==> src/sv/ctac_pkg.sv <==
// ----------------------------------------------------------------------------
// ctac_pkg: shared definitions for the command line token allowlist checker
// Holds the pattern table, the character limits, the verdict codes and the
// structs that pass between the top level, the pattern cells and the output
// buffer.
// ----------------------------------------------------------------------------
package ctac_pkg;

  localparam int unsigned NUM_PATTERNS = 7;
  localparam int unsigned POS_W        = 6;
  localparam int unsigned CNT_W        = 8;
  localparam int unsigned PAT_MAX_LEN  = 16;
  localparam int unsigned PAT_IDX_W    = 4;

  localparam logic [POS_W-1:0] POS_MAX    = 6'd63;
  localparam logic [7:0]       CHAR_LO    = 8'h20;
  localparam logic [7:0]       CHAR_HI    = 8'h7e;
  localparam logic [7:0]       CHAR_SPACE = 8'h20;

  typedef enum logic [1:0] {
    VERDICT_ALLOWED     = 2'd0,
    VERDICT_BAD_CHAR    = 2'd1,
    VERDICT_TOO_MANY    = 2'd2,
    VERDICT_NOT_ALLOWED = 2'd3
  } verdict_e;

  // Pattern bodies without the leading caret, padded with zero bytes.
  localparam logic [7:0] PAT_BODY [NUM_PATTERNS][PAT_MAX_LEN] = '{
    '{8'h63, 8'h6f, 8'h6e, 8'h73, 8'h6f, 8'h6c, 8'h65, 8'h3d,
      8'h00, 8'h00, 8'h00, 8'h00, 8'h00, 8'h00, 8'h00, 8'h00},
    '{8'h72, 8'h6f, 8'h6f, 8'h74, 8'h3d, 8'h73, 8'h6f, 8'h63,
      8'h69, 8'h3a, 8'h00, 8'h00, 8'h00, 8'h00, 8'h00, 8'h00},
    '{8'h72, 8'h6f, 8'h6f, 8'h74, 8'h3d, 8'h61, 8'h74, 8'h6f,
      8'h6d, 8'h69, 8'h78, 8'h00, 8'h00, 8'h00, 8'h00, 8'h00},
    '{8'h72, 8'h6f, 8'h00, 8'h00, 8'h00, 8'h00, 8'h00, 8'h00,
      8'h00, 8'h00, 8'h00, 8'h00, 8'h00, 8'h00, 8'h00, 8'h00},
    '{8'h71, 8'h75, 8'h69, 8'h65, 8'h74, 8'h00, 8'h00, 8'h00,
      8'h00, 8'h00, 8'h00, 8'h00, 8'h00, 8'h00, 8'h00, 8'h00},
    '{8'h76, 8'h65, 8'h72, 8'h62, 8'h6f, 8'h73, 8'h65, 8'h00,
      8'h00, 8'h00, 8'h00, 8'h00, 8'h00, 8'h00, 8'h00, 8'h00},
    '{8'h63, 8'h72, 8'h61, 8'h73, 8'h68, 8'h6b, 8'h65, 8'h72,
      8'h6e, 8'h65, 8'h6c, 8'h3d, 8'h32, 8'h35, 8'h36, 8'h4d}
  };

  localparam logic [POS_W-1:0] PAT_LEN [NUM_PATTERNS] = '{
    6'd8, 6'd10, 6'd11, 6'd2, 6'd5, 6'd7, 6'd16
  };

  // Bit k set: pattern k only has to match as a prefix of the token.
  localparam logic [NUM_PATTERNS-1:0] PAT_PREFIX = 7'b0000011;

  // Per-item control that every cell sees.
  typedef struct packed {
    logic clear;     // line ends: back to the reset state
    logic finish;    // current token ends after this item
    logic tok_byte;  // the item carries a byte of a token
    logic start;     // that byte opens a new token
  } ctrl_t;

  // Match results rippling along the row of cells.
  typedef struct packed {
    logic prefix;    // a prefix pattern was completed by this byte
    logic exact;     // an exact pattern equals the token so far
  } link_t;

  typedef struct packed {
    verdict_e         verdict;
    logic [CNT_W-1:0] token_count;
  } res_t;

endpackage

==> src/sv/ctac_cell.sv <==
// ----------------------------------------------------------------------------
// ctac_cell: one pattern matcher in the row of cells
// Keeps the alive bit of one pattern, compares the incoming token byte with
// the pattern body and ORs its findings into the link from its neighbor.
// ----------------------------------------------------------------------------
module ctac_cell #(
  parameter int unsigned IDX = 0
) (
  input  logic                  clk_i,
  input  logic                  rst_ni,
  input  ctac_pkg::ctrl_t       ctrl_i,
  input  logic [7:0]            char_i,
  input  logic [ctac_pkg::POS_W-1:0] pos_eff_i,
  input  logic [ctac_pkg::POS_W-1:0] pos_cur_i,
  input  ctac_pkg::link_t       link_i,
  output ctac_pkg::link_t       link_o
);
  import ctac_pkg::*;

  localparam logic [POS_W-1:0] LEN      = PAT_LEN[IDX];
  localparam logic [POS_W-1:0] LAST_POS = PAT_LEN[IDX] - 6'd1;
  localparam logic             IS_PFX   = PAT_PREFIX[IDX];

  logic alive_q, alive_d;
  logic alive_base, hit, alive_after;

  always_comb begin
    alive_base  = ctrl_i.start ? 1'b1 : alive_q;
    hit         = ctrl_i.tok_byte && alive_base && (pos_eff_i < LEN) &&
                  (PAT_BODY[IDX][pos_eff_i[PAT_IDX_W-1:0]] == char_i);
    alive_after = ctrl_i.tok_byte ? hit : alive_q;

    link_o.prefix = link_i.prefix | (IS_PFX && hit && (pos_eff_i == LAST_POS));
    link_o.exact  = link_i.exact | (!IS_PFX && alive_after && (pos_cur_i == LEN));

    alive_d = (ctrl_i.finish || ctrl_i.clear) ? 1'b1 : alive_after;
  end

  always_ff @(posedge clk_i or negedge rst_ni) begin
    if (!rst_ni) begin
      alive_q <= 1'b1;
    end else begin
      alive_q <= alive_d;
    end
  end

endmodule

==> config.mk <==
export PLATFORM = sky130hd
export DESIGN_NAME = ctac_cell
export DESIGN_NICKNAME = d
export VERILOG_FILES = /design/src/sv/ctac_pkg.sv /design/src/sv/ctac_cell.sv
export SDC_FILE = /design/constraint.sdc
export NUM_CORES = 1
export LEC_CHECK = 0
export ABC_CLOCK_PERIOD_IN_PS = 3100
export BUFFER_PORTS_ARGS = -buffer_cell sky130_fd_sc_hd__buf_4
export CAP_MARGIN = 20
export CORE_AREA = 2 2 39 41
export DETAILED_ROUTE_END_ITERATION = 8
export DIE_AREA = 0 0 41 43
export PLACE_DENSITY = 0.63
export SETUP_SLACK_MARGIN = 0.4
export SYNTH_ARGS = -nofsm -noshare
export SYNTH_HDL_FRONTEND = slang
export SYNTH_SLANG_ARGS = --single-unit
export TNS_END_PERCENT = 1
==> constraint.sdc <==
create_clock -name clk_i -period 3.1 [get_ports clk_i]
set_clock_uncertainty 0.1 [all_clocks]
set_input_delay 0.62 -clock clk_i [delete_from_list [all_inputs] [get_ports clk_i]]
set_output_delay 0.62 -clock clk_i [all_outputs]
set_load 0.01 [all_outputs]
==> metrics.txt <==
post-synth top area share 17.5%; layout cells sized above 1 a little over half; Remaining DRCs 0; asr flop ratio synth 100%; CP max stage delay 330 ps; Worst-path clk slew 0 ps; ys flop type dfstp_2; nets 90; fin area 480 sq um; final setup TNS 0 ps; worst path required time 2380 ps; # IOs 30; worst skew pair latency 0 ps; Syn Area/Cell 7.92 sq um; Final Cycle Share between 80% and 90%; RSZ-0062 raised after global routing false; Max-slew headroom around 83%; CP delay by family, top compound AO/OA/AOI/OAI gates; I/O Buffers 21; Net Sw Frac 31.8%; Comb pwr share 79.2%; most frequent cell after synthesis xnor2_1; Final Hold Viols 0; Slowest-stage cell, CP o41ai_2; total grt overflow 0; Biggest register alive_q; Final min period around 2600 ps; vias 314; clock share of power 0%; maxcap violations 0; critical path fanouts, max 3; Detail Placement HPWL 606 um; CTS Hold Buffers Added 0; syn nets 68; Antenna diodes 0; Max Slew Vio Count 0; Crit path top cell by count buf_4; drt wl/cell 9.63 um; Yosys top cell by area ha_1; Area growth, synth to finish 68.4%; Placed Area about 440 sq um; Routed Antenna Nets 0; slew at the pin closest to its max-slew limit between 200 and 300 ps; effective utilization at floorplan 20.6%; placer congestion estimate 0.620; CP endpoint kind output port; floorplan row count 14; CP cell instances buf_4, inv_1, ha_4, nor4b_2, a21oi_2, o41ai_2, buf_4; Post-synth top cells 5 x xnor2_1, 4 x ha_1, 4 x inv_1, 4 x nand2_1, 3 x a21oi_1; Worst Setup Path Type input port to output port; register bit total from synthesis 1; Synth area leaders ha_1 18%, xnor2_1 15%, dfstp_2 9.2%, o41ai_2 5.7%, a21oi_1 5.3%; DIE AREA about 1800 sq um; number of global-route vias before repair 266; drt first-iter violations 1; worst path arrival time 1880 ps; VDD IR max 0.0363 mV; Net Switching 0.0225 mW; mapped cell area 285 sq um; Startpoint Class input port; Die H 43 um; worst hold path class input port to async pin; status finished clean; Power, Total 0.0705 mW; largest net degree at the start of global routing 10; global-route usage over all layers 7.19%; CP Buf/Inv Count 3; Peak Freq 0.385 GHz; Leak approximately 0.21 nW; Final setup violation count 0; first-pass GRT wire length ~970 um; Synth Instances 36; Via density 4.36; top flop regs alive_q x1; post-synthesis cell type count 19; initial antenna violation count 0; Largest register FFs 1; Sequential Power Share 20.8%; Die W about 41 um; Synth warnings 0; final WL between 600 and 700 um; # fillers 156; detailed-router iteration count before antenna repair 2; CORE AREA around 1400 sq um; P_int 0.0481 mW; Pwr Density 147 nW/um^2; number of enable flip-flop cells after synthesis 0; sequential area share after synthesis 9.21%
==> metal layers <==
layer / share of wire (%) / up-vias / track usage (%)
li1: - / 164 / -
met3: 16 / 0 / 0.524
met5: 0 / - / 0
met2: 49 / 16 / 14.1
met4: 0 / 0 / 0
met1: 35 / 134 / 8.23
==> cell type report <==
| cell class | count | area [sq um] | share of cell area [%] |
|---|---|---|---|
| multi-input combinational | 29 | 254 | 52.9 |
| inverter | 4 | 15.0 | 3.12 |
| timing repair buffer | 22 | 165 | 34.4 |
| sequential | 1 | 26.3 | 5.47 |
| tap | 16 | 20.0 | 4.17 |
==> power groups by stage <==
stage | clock, mW | sequential [mW] | combinational, mW
after global placement | 0 | 0.0147 | 0.0480
after detailed placement | 0 | 0.0147 | 0.0490
final | 0 | 0.0147 | 0.0559
after floorplan | 0 | 0.0146 | 0.0259
after CTS | 0 | 0.0147 | 0.0492
after global routing | 0 | 0.0148 | 0.0616
==> timing repair <==
action | in CTS | in global routing
resized for setup | 0 | 6
buffers inserted | 0 | 1
setup endpoints to repair | 0 | 1
==> logic make-up (layout without fill, tap and decap cells) <==
| family | count (synthesis) | count (layout) | share of synthesized area [%] |
|---|---|---|---|
| compound gates | 8 | 8 | 20.6 |
| xor+xnor | 5 | 5 | 15.4 |
| fa+ha+maj | 4 | 4 | 17.5 |
| buf+inv | 6 | 26 | 11.8 |
| flops | 1 | 1 | 9.21 |
| simple gates | 12 | 12 | 25.4 |
==> layout by cell type, fill, tap and decap left out, drive strengths merged <==
master  count
nand4       1
ha          4
inv         4
buf        22
nor3        1
nand2       4
o31ai       1
nor4b       2
o41ai       1
a21oi       3
nor2        1
o21ai       1
dfstp       1
nor2b       1
a211oi      2
nand2b      2
xnor2       5
==> path summary, 6_finish.rpt <==
| path | from | end | slack (ps) | cells past startpoint |
|---|---|---|---|---|
| setup / recovery | pos_eff_i[0] | link_o[1] | 500 | 7 |
| max in group asynchronous | rst_ni | alive_q$_DFFE_PN1P_ | 2430 | 1 |
| min in group clk_i | alive_q$_DFFE_PN1P_ | alive_q$_DFFE_PN1P_ | 550 | 2 |
| hold / removal | rst_ni | alive_q$_DFFE_PN1P_ | 450 | 1 |
| hold reg to reg | alive_q$_DFFE_PN1P_ | alive_q$_DFFE_PN1P_ | 550 | 2 |
| setup reg to reg | alive_q$_DFFE_PN1P_ | alive_q$_DFFE_PN1P_ | 1800 | 4 |
==> through the flow <==
step	setup WS [ps]	util, %	hold WS (ps)	std cells
final	503	34.7	452	72
after global routing	401	34.7	456	72
after detailed placement	431	32.1	454	71
after CTS	429	32.1	454	71
after floorplan	651	-	372	36
after global placement	409	32.1	452	71
Note: power is estimated with default switching activity, not from simulation.
